$ cat src/rtl/sil_pkg.sv
package sil_pkg;

  // Clamp bounds for the mesh size.
  localparam int unsigned MAX_SEGMENTS = 256;
  localparam int unsigned MAX_RINGS    = 255;

  // Configuration register indexes.
  localparam logic REG_RING_SIZE  = 1'b0;
  localparam logic REG_RING_COUNT = 1'b1;

  // Final corner of a cap triangle and of a band quad (two triangles).
  localparam logic [2:0] CORNER_TRI_LAST  = 3'd2;
  localparam logic [2:0] CORNER_BAND_LAST = 3'd5;

  // Corner codes inside a band quad.
  localparam logic [2:0] CORNER_0 = 3'd0;
  localparam logic [2:0] CORNER_1 = 3'd1;
  localparam logic [2:0] CORNER_3 = 3'd3;
  localparam logic [2:0] CORNER_4 = 3'd4;

  localparam logic [8:0] RING_SIZE_RESET  = 9'd8;
  localparam logic [7:0] RING_COUNT_RESET = 8'd8;

  typedef enum logic [1:0] {
    SEC_BOTTOM = 2'd0,
    SEC_BANDS  = 2'd1,
    SEC_TOP    = 2'd2
  } section_t;

  // Clamped mesh geometry and the products derived from it.
  typedef struct packed {
    logic [8:0]  seg_n;     // segments per ring, 1..256
    logic [7:0]  ring_n;    // rings, 1..255
    logic [15:0] pole_lo;   // seg_n * ring_n, the south pole vertex
    logic [15:0] top_base;  // seg_n * (ring_n - 1), first vertex of the top ring
  } geom_t;

  // Segment residue produced by the reduction unit.
  typedef struct packed {
    logic       load;
    logic [7:0] value;
  } modload_t;

  // One entry of the index list.
  typedef struct packed {
    logic        last;
    logic [18:0] list_position;
    logic [15:0] vertex_index;
  } idx_t;

  // (xm + k) mod s for xm < s and k <= 2.
  function automatic logic [7:0] mod_add(input logic [7:0] xm, input logic [1:0] k,
                                         input logic [8:0] s);
    logic [9:0] t;
    t = {2'b00, xm} + {8'd0, k};
    if (t >= {1'b0, s}) begin
      t = t - {1'b0, s};
    end
    if (t >= {1'b0, s}) begin
      t = t - {1'b0, s};
    end
    return t[7:0];
  endfunction

endpackage

$ cat src/rtl/sil_mod_unit.sv
module sil_mod_unit
  import sil_pkg::*;
(
  input  logic       clk,
  input  logic       rst_n,
  input  logic       start,
  input  logic [8:0] seg_n,
  input  logic [7:0] seg_cnt,
  output logic       busy,
  output modload_t   modload
);

  // Restoring remainder of seg_cnt / seg_n, one dividend bit per cycle.
  logic       busy_r, busy_nxt;
  logic [2:0] bit_r, bit_nxt;
  logic [7:0] rem_r, rem_nxt;
  logic [8:0] rem_shift;
  logic [8:0] rem_red;

  always_comb begin
    rem_shift = {rem_r, seg_cnt[bit_r]};
    rem_red   = (rem_shift >= seg_n) ? (rem_shift - seg_n) : rem_shift;
  end

  always_comb begin
    busy_nxt = busy_r;
    bit_nxt  = bit_r;
    rem_nxt  = rem_r;
    if (start) begin
      busy_nxt = 1'b1;
      bit_nxt  = 3'd7;
      rem_nxt  = 8'd0;
    end else if (busy_r) begin
      rem_nxt = rem_red[7:0];
      bit_nxt = bit_r - 3'd1;
      if (bit_r == 3'd0) begin
        busy_nxt = 1'b0;
      end
    end
  end

  always_ff @(posedge clk) begin
    if (!rst_n) begin
      busy_r <= 1'b1;
      bit_r  <= 3'd7;
      rem_r  <= 8'd0;
    end else begin
      busy_r <= busy_nxt;
      bit_r  <= bit_nxt;
      rem_r  <= rem_nxt;
    end
  end

  assign busy          = busy_r;
  assign modload.load  = busy_r && !start && (bit_r == 3'd0);
  assign modload.value = rem_red[7:0];

endmodule

$ cat src/rtl/sil_walker.sv
module sil_walker
  import sil_pkg::*;
(
  input  logic       clk,
  input  logic       rst_n,
  input  logic       accept,
  input  logic       restart,
  input  geom_t      geom,
  input  modload_t   modload,
  output logic [7:0] seg_cnt,
  output idx_t       idx
);

  section_t    sec_r, sec_nxt, sec_e;
  logic [7:0]  seg_r, seg_nxt, seg_e;
  logic [7:0]  segmod_r, segmod_nxt, segmod_e;
  logic [7:0]  ring_r, ring_nxt, ring_e;
  logic [2:0]  corner_r, corner_nxt, corner_e;
  logic [15:0] row_r, row_nxt, row_e;
  logic [18:0] pos_r, pos_nxt, pos_e;

  logic        odd;
  logic        seg_end;
  logic        tri_end;
  logic [7:0]  m_x, m_x1, m_xo, m_x1o;
  logic [15:0] vtx;
  logic        last;
  logic [8:0]  ring_inc;
  logic [17:0] row_prod;

  // A restart clears the counters before this index is formed.
  always_comb begin
    sec_e    = restart ? SEC_BOTTOM : sec_r;
    seg_e    = restart ? 8'd0 : seg_r;
    segmod_e = restart ? 8'd0 : segmod_r;
    ring_e   = restart ? 8'd0 : ring_r;
    corner_e = restart ? 3'd0 : corner_r;
    row_e    = restart ? 16'd0 : row_r;
    pos_e    = restart ? 19'd0 : pos_r;
  end

  always_comb begin
    odd     = ring_e[0];
    seg_end = ({1'b0, seg_e} + 9'd1) >= geom.seg_n;
    m_x     = segmod_e;
    m_x1    = mod_add(segmod_e, 2'd1, geom.seg_n);
    m_xo    = mod_add(segmod_e, {1'b0, odd}, geom.seg_n);
    m_x1o   = mod_add(segmod_e, 2'd1 + {1'b0, odd}, geom.seg_n);
    last    = 1'b0;
    case (sec_e)
      SEC_BOTTOM: begin
        if (corner_e == CORNER_0) begin
          vtx = geom.pole_lo;
        end else if (corner_e == CORNER_1) begin
          vtx = {8'd0, m_x};
        end else begin
          vtx = {8'd0, m_x1};
        end
      end
      SEC_BANDS: begin
        case (corner_e)
          CORNER_0: vtx = row_e + {8'd0, m_x};
          CORNER_1, CORNER_3: vtx = row_e + {7'd0, geom.seg_n} + {8'd0, m_xo};
          CORNER_4: vtx = row_e + {7'd0, geom.seg_n} + {8'd0, m_x1o};
          default: vtx = row_e + {8'd0, m_x1};
        endcase
      end
      default: begin
        // Top cap; the unused section code behaves the same way.
        if (corner_e == CORNER_0) begin
          vtx = geom.pole_lo + 16'd1;
        end else if (corner_e == CORNER_1) begin
          vtx = geom.top_base + {8'd0, m_x1};
        end else begin
          vtx = geom.top_base + {8'd0, m_x};
        end
        last = seg_end && (corner_e >= CORNER_TRI_LAST);
      end
    endcase
  end

  assign idx.vertex_index  = vtx;
  assign idx.list_position = pos_e;
  assign idx.last          = last;

  always_comb begin
    ring_inc = {1'b0, ring_e} + 9'd1;
    row_prod = ring_inc * geom.seg_n;
    tri_end  = (sec_e == SEC_BANDS) ? (corner_e >= CORNER_BAND_LAST)
                                    : (corner_e >= CORNER_TRI_LAST);
    sec_nxt    = sec_e;
    seg_nxt    = seg_e;
    segmod_nxt = segmod_e;
    ring_nxt   = ring_e;
    corner_nxt = corner_e + 3'd1;
    row_nxt    = row_e;
    pos_nxt    = pos_e + 19'd1;
    if (tri_end) begin
      corner_nxt = 3'd0;
      if (seg_end) begin
        seg_nxt    = 8'd0;
        segmod_nxt = 8'd0;
        case (sec_e)
          SEC_BOTTOM: begin
            ring_nxt = 8'd0;
            row_nxt  = 16'd0;
            sec_nxt  = (geom.ring_n >= 8'd2) ? SEC_BANDS : SEC_TOP;
          end
          SEC_BANDS: begin
            if (({1'b0, ring_e} + 9'd2) >= {1'b0, geom.ring_n}) begin
              sec_nxt = SEC_TOP;
            end else begin
              ring_nxt = ring_inc[7:0];
              row_nxt  = row_prod[15:0];
            end
          end
          default: begin
            // End of the list: wrap to the start.
            sec_nxt  = SEC_BOTTOM;
            ring_nxt = 8'd0;
            row_nxt  = 16'd0;
            pos_nxt  = 19'd0;
          end
        endcase
      end else begin
        // Here seg_e + 1 < seg_n, so the residue equals the count.
        seg_nxt    = seg_e + 8'd1;
        segmod_nxt = segmod_e + 8'd1;
      end
    end
  end

  always_ff @(posedge clk) begin
    if (!rst_n) begin
      sec_r    <= SEC_BOTTOM;
      seg_r    <= 8'd0;
      segmod_r <= 8'd0;
      ring_r   <= 8'd0;
      corner_r <= 3'd0;
      row_r    <= 16'd0;
      pos_r    <= 19'd0;
    end else if (accept) begin
      sec_r    <= sec_nxt;
      seg_r    <= seg_nxt;
      segmod_r <= segmod_nxt;
      ring_r   <= ring_nxt;
      corner_r <= corner_nxt;
      row_r    <= row_nxt;
      pos_r    <= pos_nxt;
    end else if (modload.load) begin
      segmod_r <= modload.value;
    end
  end

  assign seg_cnt = seg_r;

endmodule

$ cat src/rtl/sphere_index_list_generator.sv
// A result appears in the output register in the cycle after its input transfer.
// Throughput: one index per cycle while out_tready stays high and no reduction pass is
// running; the walker forms the index combinationally and steps its counters on a transfer.
// After reset and after every configuration write in_tready stays low while a bit-serial
// unit reduces the segment counter modulo the new ring size.
// Reset (rst_n low, synchronous) restores ring_size 8, ring_count 8 and clears the list.
module sphere_index_list_generator
  import sil_pkg::*;
(
  input  logic        clk,
  input  logic        rst_n,
  // Input channel.
  input  logic        in_tvalid,
  output logic        in_tready,
  input  logic [7:0]  in_tdata,   // [0] restart, [7:1] zero
  // Result channel.
  output logic        out_tvalid,
  input  logic        out_tready,
  output logic [39:0] out_tdata,  // [15:0] vertex_index, [34:16] list_position, [39:35] zero
  output logic        out_tlast,  // last index of the list
  // Configuration port.
  input  logic        cfg_wr_en,
  input  logic        cfg_addr,
  input  logic [8:0]  cfg_wdata
);

  logic [8:0]  ring_size_r;
  logic [7:0]  ring_count_r;
  logic [8:0]  seg_n;
  logic [7:0]  ring_n;
  logic [15:0] pole_lo_r, pole_lo_nxt;
  logic [15:0] top_base_r, top_base_nxt;
  geom_t       geom;

  logic        mod_busy;
  modload_t    modload;
  logic [7:0]  seg_cnt;
  idx_t        idx;
  logic        in_xfer;

  idx_t        out_r;
  logic        out_valid_r, out_valid_nxt;

  // Configuration registers; a write to an index takes effect at the next edge.
  always_ff @(posedge clk) begin
    if (!rst_n) begin
      ring_size_r  <= RING_SIZE_RESET;
      ring_count_r <= RING_COUNT_RESET;
    end else if (cfg_wr_en) begin
      case (cfg_addr)
        REG_RING_SIZE:  ring_size_r  <= cfg_wdata;
        REG_RING_COUNT: ring_count_r <= cfg_wdata[7:0];
        default: ;
      endcase
    end
  end

  // Sizes outside the legal range are clamped to it.
  always_comb begin
    if (ring_size_r == 9'd0) begin
      seg_n = 9'd1;
    end else if (ring_size_r > 9'(MAX_SEGMENTS)) begin
      seg_n = 9'(MAX_SEGMENTS);
    end else begin
      seg_n = ring_size_r;
    end
    if (ring_count_r == 8'd0) begin
      ring_n = 8'd1;
    end else if (ring_count_r > 8'(MAX_RINGS)) begin
      ring_n = 8'(MAX_RINGS);
    end else begin
      ring_n = ring_count_r;
    end
  end

  // The pole and top-ring products are registered. They settle well inside the
  // reduction window, during which no transfer is taken.
  always_comb begin
    pole_lo_nxt  = 16'(seg_n * ring_n);
    top_base_nxt = 16'(seg_n * (ring_n - 8'd1));
  end

  always_ff @(posedge clk) begin
    pole_lo_r  <= pole_lo_nxt;
    top_base_r <= top_base_nxt;
  end

  assign geom.seg_n    = seg_n;
  assign geom.ring_n   = ring_n;
  assign geom.pole_lo  = pole_lo_r;
  assign geom.top_base = top_base_r;

  // The reduction unit keeps the segment residue exact when the ring size
  // changes under a list that is part way through.
  sil_mod_unit u_mod (
    .clk     (clk),
    .rst_n   (rst_n),
    .start   (cfg_wr_en),
    .seg_n   (seg_n),
    .seg_cnt (seg_cnt),
    .busy    (mod_busy),
    .modload (modload)
  );

  // A transfer is taken when no reduction or configuration write is under way and the
  // output register is empty or is being emptied in the same cycle.
  assign in_tready = !mod_busy && !cfg_wr_en && (!out_valid_r || out_tready);
  assign in_xfer   = in_tvalid && in_tready;

  sil_walker u_walker (
    .clk     (clk),
    .rst_n   (rst_n),
    .accept  (in_xfer),
    .restart (in_tdata[0]),
    .geom    (geom),
    .modload (modload),
    .seg_cnt (seg_cnt),
    .idx     (idx)
  );

  // Output register.
  assign out_valid_nxt = in_xfer || (out_valid_r && !out_tready);

  always_ff @(posedge clk) begin
    if (!rst_n) begin
      out_valid_r <= 1'b0;
    end else begin
      out_valid_r <= out_valid_nxt;
    end
  end

  always_ff @(posedge clk) begin
    if (in_xfer) begin
      out_r <= idx;
    end
  end

  assign out_tvalid = out_valid_r;
  assign out_tdata  = {5'd0, out_r.list_position, out_r.vertex_index};
  assign out_tlast  = out_r.last;

  // No input transfer while the residue is being recomputed.
  assert property (@(posedge clk) disable iff (!rst_n) mod_busy |-> !in_tready)
    else $error("input taken during residue reduction");

  // A restart always yields list position zero.
  assert property (@(posedge clk) disable iff (!rst_n)
    (in_xfer && in_tdata[0]) |=> (out_tvalid && out_tdata[34:16] == 19'd0))
    else $error("restart did not begin the list at position zero");

  // Every input transfer leaves a result in the output register.
  assert property (@(posedge clk) disable iff (!rst_n) in_xfer |=> out_tvalid)
    else $error("result lost after input transfer");

  // Reset starts the reduction window, so nothing is taken straight after it.
  assert property (@(posedge clk) !rst_n |=> !in_tready)
    else $error("input ready directly after reset");

endmodule

$ cat config.mk
export PLATFORM = sky130hd
export DESIGN_NAME = sphere_index_list_generator
export DESIGN_NICKNAME = d
export VERILOG_FILES = /design/src/rtl/sil_pkg.sv /design/src/rtl/sil_mod_unit.sv /design/src/rtl/sil_walker.sv /design/src/rtl/sphere_index_list_generator.sv
export SDC_FILE = /design/constraint.sdc
export NUM_CORES = 1
export LEC_CHECK = 0
export ABC_AREA = 0
export BUFFER_PORTS_ARGS = -buffer_cell sky130_fd_sc_hd__buf_2
export CAP_MARGIN = 10
export CORE_MARGIN = 8
export CORE_UTILIZATION = 33
export DETAILED_ROUTE_END_ITERATION = 8
export GPL_TIMING_DRIVEN = 0
export PLACE_DENSITY = 0.53
export SLEW_MARGIN = 20
export SYNTH_ARGS = -nofsm -noshare
export SYNTH_HDL_FRONTEND = slang
export SYNTH_SLANG_ARGS = --single-unit
export TNS_END_PERCENT = 1
$ cat constraint.sdc
create_clock -name clk -period 10.1 [get_ports clk]
set_input_delay 2.02 -clock clk [delete_from_list [all_inputs] [get_ports clk]]
set_output_delay 2.02 -clock clk [all_outputs]
set_load 0.01 [all_outputs]
==> Yosys cells after proc, flatten, opt, wreduce, memory -nomap -nowiden <==
Cells that the tools add are included.
{ "totals": {"reg_bits": 162, "out_inout_bits": 43, "elab_cells": 146} }
{ "classes": {"add_sub_neg": 28, "multipliers": 3, "magnitude_cmp": 15, "eq_ne": 4, "muxes": 52, "bitwise_logic": 2, "reduce_logical": 24} }
{ "ops": {"columns": ["cell", "n"], "rows": [
  ["2-to-1 mux 8 bit", 20],
  ["2-to-1 mux 16 bit", 8],
  ["adder 16 x 8 -> 16 bit", 6],
  ["2-to-1 mux 19 bit", 4],
  ["one-hot mux 16 bit (3 select lines)", 1],
  ["greater-or-equal comparator 9 bit", 5],
  ["one-hot mux 16 bit (2 select lines)", 1],
  ["subtractor 8 bit", 4],
  ["greater-or-equal comparator 10 x 9 -> 1 bit", 3],
  ["2-to-1 mux 10 bit", 3],
  ["subtractor 9 x 9 -> 10 bit", 3],
  ["adder 8 x 1 -> 9 bit, second input constant", 3],
  ["adder 19 x 1 -> 19 bit, second input constant", 1],
  ["2-to-1 mux 9 bit", 2],
  ["adder 16 x 1 -> 16 bit, second input constant", 1],
  ["adder 16 x 9 -> 16 bit", 1],
  ["adder 8 x 1 -> 8 bit, second input constant", 2],
  ["multiplier 10 x 9 -> 16 bit", 1],
  ["multiplier 9 x 8 -> 16 bit", 1],
  ["multiplier 9 x 9 -> 16 bit", 1],
  ["2-to-1 mux 2 bit", 5],
  ["adder 8 x 1 -> 9 bit", 1],
  ["adder 8 x 2 -> 9 bit", 1],
  ["adder 8 x 2 -> 9 bit, second input constant", 1],
  ["other kinds (30)", 49]
]} }

==> Depth between registers and ports, before layout <==
Gate-level depths: netlist of the first run.
{ "depth": {"word_depth": 11, "ltp_mapped": 40, "depth_no_buf": 36} }

==> Modules after synthesis <==
A second synthesis of the first run with hierarchy kept.
{ "unflattened": {"hier_cells": 2543, "hier_area_um2": 20966.4} }
{ "modules_own_cells": {"columns": ["mod", "instances", "cells_per_inst", "area_each_um2", "seq_area_each_um2"], "rows": [
  ["sil_walker", 1, 1670, 12559.5, 1281.2],
  ["sphere_index_list_generator", 1, 747, 7335.8, 2082.0],
  ["sil_mod_unit", 1, 126, 1071.0, 240.2]
]} }

==> Worst setup path before layout of the first run <==
No wires, ideal clock.
{ "synth_timing": {"path_kind": "input to register", "from": "input port in_tdata[0]", "to": "register out_r, in the netlist out_tdata[14], data pin", "setup_ns": 0.268, "arrival_time_ns": 9.465, "t_required_ns": 9.832, "path_slack_ns": 0.367, "cell_stages": 39, "n_path_buf": 6, "cell_sequence": "clkbuf_1 -> buf_2 -> buf_2 -> nor2b_1 -> clkbuf_1 -> ha_1 -> nand3_1 -> or3_1 -> a21oi_1 -> ha_1 -> a21o_1 -> a21o_1 -> a21o_1 -> o21ai_0 -> nand2b_1 -> clkbuf_1 -> mux2_2 -> ha_1 -> (+3 left out) -> nand2b_1 -> a211oi_1 -> o21ai_0 -> a211o_1 -> clkbuf_1 -> mux2i_1 -> mux2_2 -> ha_1 -> inv_1 -> fa_1 -> nor2b_1 -> o31a_1 -> o21ai_0 -> a21oi_1 -> or4b_4 -> nor4_4 -> xnor2_1 -> o221ai_2"} }
{ "synth_lines": {"columns": ["item", "line_no", "source"], "rows": [
  ["start, declared", "sphere_index_list_generator.sv:15", "input logic [7:0] in_tdata,"],
  ["end signal, assigned", "sphere_index_list_generator.sv:134", "out_r <= idx;"],
  ["end, declared", "sphere_index_list_generator.sv:41", "idx_t out_r;"]
]} }

==> flow_metrics.env, run 1 <==
export IMPL_result_of_the_run="completed"
export IMPL_period_share_pct=99.7
export IMPL_insertedDiodeCount=0
export IMPL_placeableCoreArea_um2=62600
export IMPL_r2r_end="out_tdata[10]$_DFFE_PP_"
export IMPL_yosysSeqAreaShare_pct=17.4
export IMPL_ctsRootBufferMaster="sky130_fd_sc_hd__clkbuf_16"
export IMPL_synth_most_common_cell="sky130_fd_sc_hd__nand2_1"
export IMPL_place_hpwl_mm=55.9
export IMPL_preCtsSetupSlack_ns=-3.03
export IMPL_timing_max_cap_violations=0
export IMPL_cpMaxStageDelayCell="sky130_fd_sc_hd__or4b_4"
export IMPL_grt_pass1_vias=19000
export IMPL_worstHoldPathType="reg2reg"
export IMPL_hold_viol_final=0
export IMPL_place_gp_congestion=0.944
export IMPL_internal_power_uw=1490
export IMPL_crit_family="compound AO/OA/AOI/OAI gates"
export IMPL_rsz0062_at_grt="yes"
export IMPL_mappedNetlistArea_um2=20700
export IMPL_clock_sink_count=162
export IMPL_viasPerCell=5.44
export IMPL_critPathBufInv=6
export IMPL_via_count=19000
export IMPL_rows=92
export IMPL_clk_insertion_delay_late_ns=0.49
export IMPL_die_area_um2=71100
export IMPL_gr_total_overflow=0
export IMPL_endpoint="out_tdata[10]$_DFFE_PP_"
export IMPL_worstReg2RegStart="ring_size_r[7]$_SDFFE_PN0P_"
export IMPL_final_setup_worst_slack_ns=0.0328
export IMPL_yosys_top_cells_area="sky130_fd_sc_hd__fa_1 (15%), sky130_fd_sc_hd__ha_1 (14%), sky130_fd_sc_hd__dfxtp_1 (12%)"
export IMPL_crit_type="in2reg"
export IMPL_power_switching_fraction_pct=40.8
export IMPL_wl_per_cell_um=20.2
export IMPL_first_pass_iters=5
export IMPL_p_comb_share_pct=42.7
export IMPL_area_growth_pct=11.9
export IMPL_rr_worst_depth=33
export IMPL_endpoint_kind="flip-flop"
export IMPL_drt_antenna_net_count=0
export IMPL_transition_at_the_pin_with_the_smallest_max_transition_slack_ns=1.07
export IMPL_clock_transition_at_the_registers_of_the_reported_paths_ns=0.08
export IMPL_critPathLaunchType="input port"
export IMPL_final_layout_size_suffix_gt1_share_pct=9.42
export IMPL_finalHoldWorstSlack_ns=0.453
export IMPL_synth_async_reset_ratio_pct=0
export IMPL_yosys_area_top_type="sky130_fd_sc_hd__fa_1"
export IMPL_cpPeakStageDelay_ns=0.56
export IMPL_number_of_warnings_reported_in_the_yosys_synthesis_log=0
export IMPL_synth_ff_latch_count=162
export IMPL_die_height_um=267
export IMPL_cp_data_arrival_time_ns=10.27
export IMPL_clock_tree_from_tritoncts="done"
export IMPL_grt_max_degree=46
export IMPL_finalWorstPathRequiredPeriod_ns=10.07
export IMPL_netlist_instances=2548
export IMPL_timing_slew_headroom_pct=27.7
export IMPL_timing_clock_skew_ns=0.0232
export IMPL_initialDrtViolationCount=1577
export IMPL_cts_buffers_inserted=17
export IMPL_synth_common_cells="sky130_fd_sc_hd__nand2_1 (275), sky130_fd_sc_hd__nor2_1 (240), sky130_fd_sc_hd__ha_1 (236), sky130_fd_sc_hd__inv_1 (236), sky130_fd_sc_hd__fa_1 (151)"
export IMPL_finalSetupViolCount=0
export IMPL_drv_slew=0
export IMPL_p_switching_uw=1030
export IMPL_synth_avg_cell_area_um2=8.14
export IMPL_initial_antenna_violation_count=2
export IMPL_synth_main_ff_cell="sky130_fd_sc_hd__dfxtp_1"
export IMPL_vdd_ir_drop_worst_mv=0.129
export IMPL_synth_edf_count=36
export IMPL_cts_max_level=4
export IMPL_yosys_cell_types_count=88
export IMPL_fillCellCount=6575
export IMPL_grt_pass1_wl_mm=109
export IMPL_crit_start="in_tdata[0]"
export IMPL_post_route_drc_count=0
export IMPL_stdcell_count=3500
export IMPL_dp_cells=3455
export IMPL_finish_net_count=3051
export IMPL_hold_buf_count_cts=0
export IMPL_max_freq_mhz=99.3
export IMPL_placed_area_um2=22200
export IMPL_power_density_nw_per_um2=108
export IMPL_port_buffers=53
export IMPL_initial_utilization_pct=33.1
export IMPL_pwr_share_seq_pct=29.4
export IMPL_stdcell_area_um2=23200
export IMPL_critPathMaxFanout=10
export IMPL_netlist_area_leader_share_pct=14.6
export IMPL_clock_power_share_pct=27.9
export IMPL_boundaryPins=66
export IMPL_crit_cells=36
export IMPL_detail_route_wirelength_mm=70.7
export IMPL_grt_usage_pct=19.7
export IMPL_cts_root_to_sink_buffers=2
export IMPL_fp_dieW_um=267
export IMPL_worst_r2r_setup_slack_ns=1.14
export IMPL_cellLeakagePower_uw=0.0106
export IMPL_cp_data_required_time_ns=10.31
==> how the worst min path moves through the flow <==
stage                                      end  slack, ns                       startpoint  cells after the start
2_1_floorplan  u_walker.pos_r[18]$_SDFFE_PN0P_       0.43  u_walker.pos_r[18]$_SDFFE_PN0P_                      2
3_3_place_gp   u_walker.pos_r[18]$_SDFFE_PN0P_       0.44  u_walker.pos_r[18]$_SDFFE_PN0P_                      2
3_5_place_dp   u_walker.pos_r[18]$_SDFFE_PN0P_       0.44  u_walker.pos_r[18]$_SDFFE_PN0P_                      2
4_1_cts        u_walker.pos_r[18]$_SDFFE_PN0P_       0.46  u_walker.pos_r[18]$_SDFFE_PN0P_                      2
5_1_grt        u_walker.pos_r[18]$_SDFFE_PN0P_       0.49  u_walker.pos_r[18]$_SDFFE_PN0P_                      2
6_report       u_walker.pos_r[18]$_SDFFE_PN0P_       0.45  u_walker.pos_r[18]$_SDFFE_PN0P_                      2
==> layout by cell type (no fill, tap or decap), types with 12 or more instances in the layout <==
master                        n
sky130_fd_sc_hd__clkbuf_1    54
sky130_fd_sc_hd__buf_2       73
sky130_fd_sc_hd__dfxtp_1    126
sky130_fd_sc_hd__buf_4       25
sky130_fd_sc_hd__a22o_1      21
sky130_fd_sc_hd__mux2_2      24
sky130_fd_sc_hd__o21ai_1     13
sky130_fd_sc_hd__o211ai_1    12
sky130_fd_sc_hd__a211oi_1    32
sky130_fd_sc_hd__xor2_1      57
sky130_fd_sc_hd__and2_1      22
sky130_fd_sc_hd__a21oi_1    135
sky130_fd_sc_hd__fa_1       151
sky130_fd_sc_hd__o21a_1      15
sky130_fd_sc_hd__mux2i_1     35
sky130_fd_sc_hd__clkbuf_16   18
sky130_fd_sc_hd__a31oi_1     25
sky130_fd_sc_hd__o21ai_0    125
sky130_fd_sc_hd__nor3_1      50
sky130_fd_sc_hd__nand4_1     24
sky130_fd_sc_hd__a22oi_1     17
sky130_fd_sc_hd__nor2b_1     77
sky130_fd_sc_hd__nor2_1     237
sky130_fd_sc_hd__xnor2_1     97
sky130_fd_sc_hd__nand2b_1    29
sky130_fd_sc_hd__a21o_1      36
sky130_fd_sc_hd__inv_1      235
sky130_fd_sc_hd__or2_2       14
sky130_fd_sc_hd__or3_1       14
sky130_fd_sc_hd__nand3_1     61
sky130_fd_sc_hd__ha_1       235
sky130_fd_sc_hd__edfxtp_1    36
sky130_fd_sc_hd__and3_1      21
sky130_fd_sc_hd__nand2_1    270
==> sequential cells by signal (all words and copies together), names as in the netlist <==
| signal | cells |
|---|---|
| out_tdata | 35 |
| out_tlast | 1 |
| out_tvalid | 1 |
| pole_lo_r | 16 |
| ring_count_r | 8 |
| ring_size_r | 9 |
| top_base_r | 16 |
| u_mod.bit_r | 3 |
| u_mod.busy | 1 |
| u_mod.rem_r | 8 |
| u_walker.corner_r | 3 |
| u_walker.pos_r | 19 |
| u_walker.ring_r | 8 |
| u_walker.row_r | 16 |
| u_walker.sec_r | 2 |
| u_walker.seg_cnt | 8 |
| u_walker.segmod_r | 8 |
==> final cells by class <==
| class | count | area, um2 | area share, % |
|---|---|---|---|
| buffer | 101 | 468 | 2.02 |
| multi-input combinational | 2040 | 16000 | 69.0 |
| sequential | 162 | 3600 | 15.5 |
| timing repair buffer | 75 | 510 | 2.20 |
| tap | 846 | 1060 | 4.56 |
| clock inverter | 14 | 179 | 0.771 |
| inverter | 244 | 925 | 3.98 |
| clock buffer | 18 | 450 | 1.94 |
==> power groups by stage <==
stage                     combinational [uW]  clock, uW  sequential (uW)
after floorplan                          730          0              742
after global placement                   985          0              755
after detailed placement                1000          0              755
after CTS                               1030        718              740
after global routing                    1170        742              747
final                                   1070        702              741
==> repair_timing <==
action,4_1_cts,5_1_grt
setup buffers,6,12
resized for setup,48,34
pin swaps,3,8
endpoints found under the setup margin,17,11
==> per-stage QoR <==
stage | util [%] | TNS [ns] | total power [uW]
after floorplan | - | 0 | 1470
after global placement | 35.3 | -37.90 | 1740
after detailed placement | 35.5 | -38.34 | 1760
after CTS | 36.7 | 0 | 2490
after global routing | 37.1 | -0.326 | 2660
final | 37.1 | 0 | 2520
==> worst min-delay path, stage by stage (launching register included) <==
cell and delay (ns):
sky130_fd_sc_hd__dfxtp_1 0.31, sky130_fd_sc_hd__nand2_1 0.05, sky130_fd_sc_hd__a21oi_1 0.05
==> cell families after synthesis <==
kind of cell | synth area share, %
mux | 3.26
compound gates | 17.3
simple gates | 20.1
xor+xnor | 6.63
buf+inv | 6.55
fa+ha+maj | 28.8
other cells | 0.0181
flops | 17.4
==> layer usage <==
layer	share of wire, %	track usage [%]	vias to the layer above
met1	45	26.1	9344
met3	5.5	3.13	126
li1	-	-	8975
met2	47	32.6	588
met5	0.018	0	-
met4	3.0	6.68	2
(Power assumes the default switching activity.)
==> inputs of run 2 (changes only) <==
Settings changed: REMOVE_ABC_BUFFERS from default to 1.
==> run 2 against run 1 <==
  * Sequential cell count unchanged
  * Register-to-register slack worse by 0.53 ns
  * Clock power down 5.8%
  * Non-clock buffer count fell by 105
  * Sequential power up 0.8%
  * Wire length shrank 7.6%
  * Hold slack gained 0.0055 ns
  * Setup slack better by 0.27 ns
  * Critical endpoint is now out_tdata[7]$_DFFE_PP_
  * Largest cell class unchanged
  * Highest routed layer is now met4
==> flow_metrics.env, run 2 (synthesized netlist as in run 1, its figures left out) <==
export IMPL_timing_slew_headroom_pct=25.7
export IMPL_drv_slew=0
export IMPL_crit_cells=29
export IMPL_grt_max_degree=54
export IMPL_grt_pass1_wl_mm=101
export IMPL_r2r_end="out_tdata[7]$_DFFE_PP_"
export IMPL_mostFrequentLayoutCells="sky130_fd_sc_hd__nand2_1 (266), sky130_fd_sc_hd__nor2_1 (240), sky130_fd_sc_hd__ha_1 (236)"
export IMPL_cpPeakStageDelay_ns=0.84
export IMPL_clk_insertion_delay_late_ns=0.49
export IMPL_clock_sink_count=162
export IMPL_timing_max_cap_violations=0
export IMPL_crit_family="compound AO/OA/AOI/OAI gates"
export IMPL_fp_dieW_um=267
export IMPL_clock_transition_at_the_registers_of_the_reported_paths_ns=0.06
export IMPL_initial_utilization_pct=33.1
export IMPL_stdcell_count=3396
export IMPL_initialDrtViolationCount=1294
export IMPL_placeableCoreArea_um2=62600
export IMPL_grt_pass1_vias=17900
export IMPL_die_height_um=267
export IMPL_post_route_drc_count=0
export IMPL_viasPerCell=5.41
export IMPL_result_of_the_run="completed"
export IMPL_cp_data_required_time_ns=10.26
export IMPL_finalHoldWorstSlack_ns=0.459
export IMPL_routedLengthMet1_mm=29.5
export IMPL_cpMaxStageDelayCell="sky130_fd_sc_hd__nor2b_1"
export IMPL_cp_data_arrival_time_ns=9.96
export IMPL_clock_power_share_pct=27.3
export IMPL_cts_buffers_inserted=17
export IMPL_endpoint="out_tdata[7]$_DFFE_PP_"
export IMPL_gr_total_overflow=0
export IMPL_critPathBufInv=2
export IMPL_rows=92
export IMPL_drt_antenna_net_count=0
export IMPL_crit_type="in2reg"
export IMPL_endpoint_kind="flip-flop"
export IMPL_crit_start="in_tdata[0]"
export IMPL_rsz0062_at_grt="yes"
export IMPL_pwr_share_seq_pct=30.9
export IMPL_place_gp_congestion=0.897
export IMPL_power_density_nw_per_um2=107
export IMPL_worstHoldPathType="reg2reg"
export IMPL_detail_route_wirelength_mm=65.3
export IMPL_p_comb_share_pct=41.8
export IMPL_power_switching_fraction_pct=39.1
export IMPL_via_count=18400
export IMPL_port_buffers=53
export IMPL_finish_net_count=2947
export IMPL_rr_worst_depth=31
export IMPL_p_switching_uw=945
export IMPL_wl_met3_mm=3.81
export IMPL_boundaryPins=66
export IMPL_critPathLaunchType="input port"
export IMPL_ctsRootBufferMaster="sky130_fd_sc_hd__clkbuf_16"
export IMPL_wl_per_cell_um=19.2
export IMPL_timing_clock_skew_ns=0.0125
export IMPL_cts_root_to_sink_buffers=2
export IMPL_routed_wl_met2_mm=30.3
export IMPL_worstReg2RegStart="ring_size_r[8]$_SDFFE_PN0P_"
export IMPL_hold_buf_count_cts=0
export IMPL_insertedDiodeCount=0
export IMPL_area_growth_pct=9.36
export IMPL_final_layout_size_suffix_gt1_share_pct=7.88
export IMPL_max_freq_mhz=102
export IMPL_stdcell_area_um2=22700
export IMPL_transition_at_the_pin_with_the_smallest_max_transition_slack_ns=1.11
export IMPL_dp_cells=3353
export IMPL_die_area_um2=71100
export IMPL_grt_usage_pct=18.2
export IMPL_internal_power_uw=1470
export IMPL_dr_max_layer_used="met4"
export IMPL_hold_viol_final=0
export IMPL_critPathMaxFanout=53
export IMPL_finalSetupViolCount=0
export IMPL_vdd_ir_drop_worst_mv=0.148
export IMPL_initial_antenna_violation_count=3
export IMPL_first_pass_iters=7
export IMPL_cellLeakagePower_uw=0.0103
export IMPL_clock_tree_from_tritoncts="done"
export IMPL_largest_register_ff_count=35
export IMPL_fillCellCount=6514
export IMPL_placed_area_um2=21900
export IMPL_period_share_pct=97.0
export IMPL_place_hpwl_mm=50.1
export IMPL_finalWorstPathRequiredPeriod_ns=9.80
export IMPL_final_common_cell="sky130_fd_sc_hd__nand2_1"
export IMPL_min_delay_start="u_walker.pos_r[14]$_SDFFE_PN0P_"
export IMPL_worst_r2r_setup_slack_ns=0.61
export IMPL_cts_max_level=4
run 2: changes by cell type in the layout (fill, tap and decap cells not counted), moves of 6 or more:
cell / delta
sky130_fd_sc_hd__buf_1: -9
sky130_fd_sc_hd__buf_2: -21
sky130_fd_sc_hd__buf_4: -16
sky130_fd_sc_hd__clkbuf_1: -52
sky130_fd_sc_hd__clkbuf_2: -6
sky130_fd_sc_hd__o21ai_0: +7
sky130_fd_sc_hd__o21ai_1: -7
run 2: layout make-up:
type                            instances  area [um2]  area share [%]
Clock buffer                           19         433            1.91
Inverter                              244         927            4.09
Timing Repair inverter                  1        5.00          0.0221
Sequential cell                       162        3600            15.9
Tap cell                              846        1060            4.67
Multi-Input combinational cell       2040       16000            70.4
Timing Repair Buffer                   71         558            2.46
Clock inverter                         13         135           0.596
run 2: timing repair:
| action | in CTS | in global routing |
|---|---|---|
| endpoints found under the hold margin | 0 | 0 |
| endpoints found under the setup margin | 15 | 10 |
| cloned | 1 | 0 |
| buffers inserted | 6 | 4 |
| pin swaps | 1 | 3 |
| resized for setup | 21 | 23 |
run 2: per-layer routing:
metal | track usage [%] | vias to the layer above
li1 | - | 8768
met1 | 24.5 | 8971
met2 | 29.6 | 548
met3 | 2.93 | 82
met4 | 6.15 | 0
met5 | 0 | -
run 2: stage by stage:
stage          setup WS (ns)  total power (uW)  utilization, %  TNS, ns
2_1_floorplan          0.772              1460               -        0
3_3_place_gp           -3.48              1710            34.5   -57.83
3_5_place_dp           -1.99              1730            34.9   -22.41
4_1_cts              0.00272              2420            36.0        0
5_1_grt              -0.0699              2570            36.2  -0.0988
6_report               0.304              2420            36.2        0
run 2: worst register-to-register path, delay by kind of cell, from the launching register on:
| kind | cells | cell delay (ns) |
|---|---|---|
| mux | 1 | 0.34 |
| fa+ha+maj | 4 | 1.48 |
| xor+xnor | 1 | 0.17 |
| simple gates | 5 | 1.33 |
| compound gates | 16 | 3.75 |
| flops | 1 | 0.80 |
| buf+inv | 4 | 1.31 |
run 2: worst min path at each step:
stage,endpoint,slack (ns),depth (start not counted)
floorplan,u_walker.pos_r[18]$_SDFFE_PN0P_,0.43,2
global placement,u_walker.pos_r[18]$_SDFFE_PN0P_,0.43,2
detailed placement,u_walker.pos_r[14]$_SDFFE_PN0P_,0.45,2
CTS,u_walker.pos_r[14]$_SDFFE_PN0P_,0.46,2
global route,ring_size_r[0]$_SDFFE_PN0P_,0.48,2
finish,u_walker.pos_r[14]$_SDFFE_PN0P_,0.46,2
run 2: power groups by stage:
stage               clock network, uW  registers (uW)  logic (uW)
finish                            661             747        1010
global placement                    0             761         946
detailed placement                  0             761         973
floorplan                           0             744         712
global route                      706             753        1110
CTS                               684             747         994
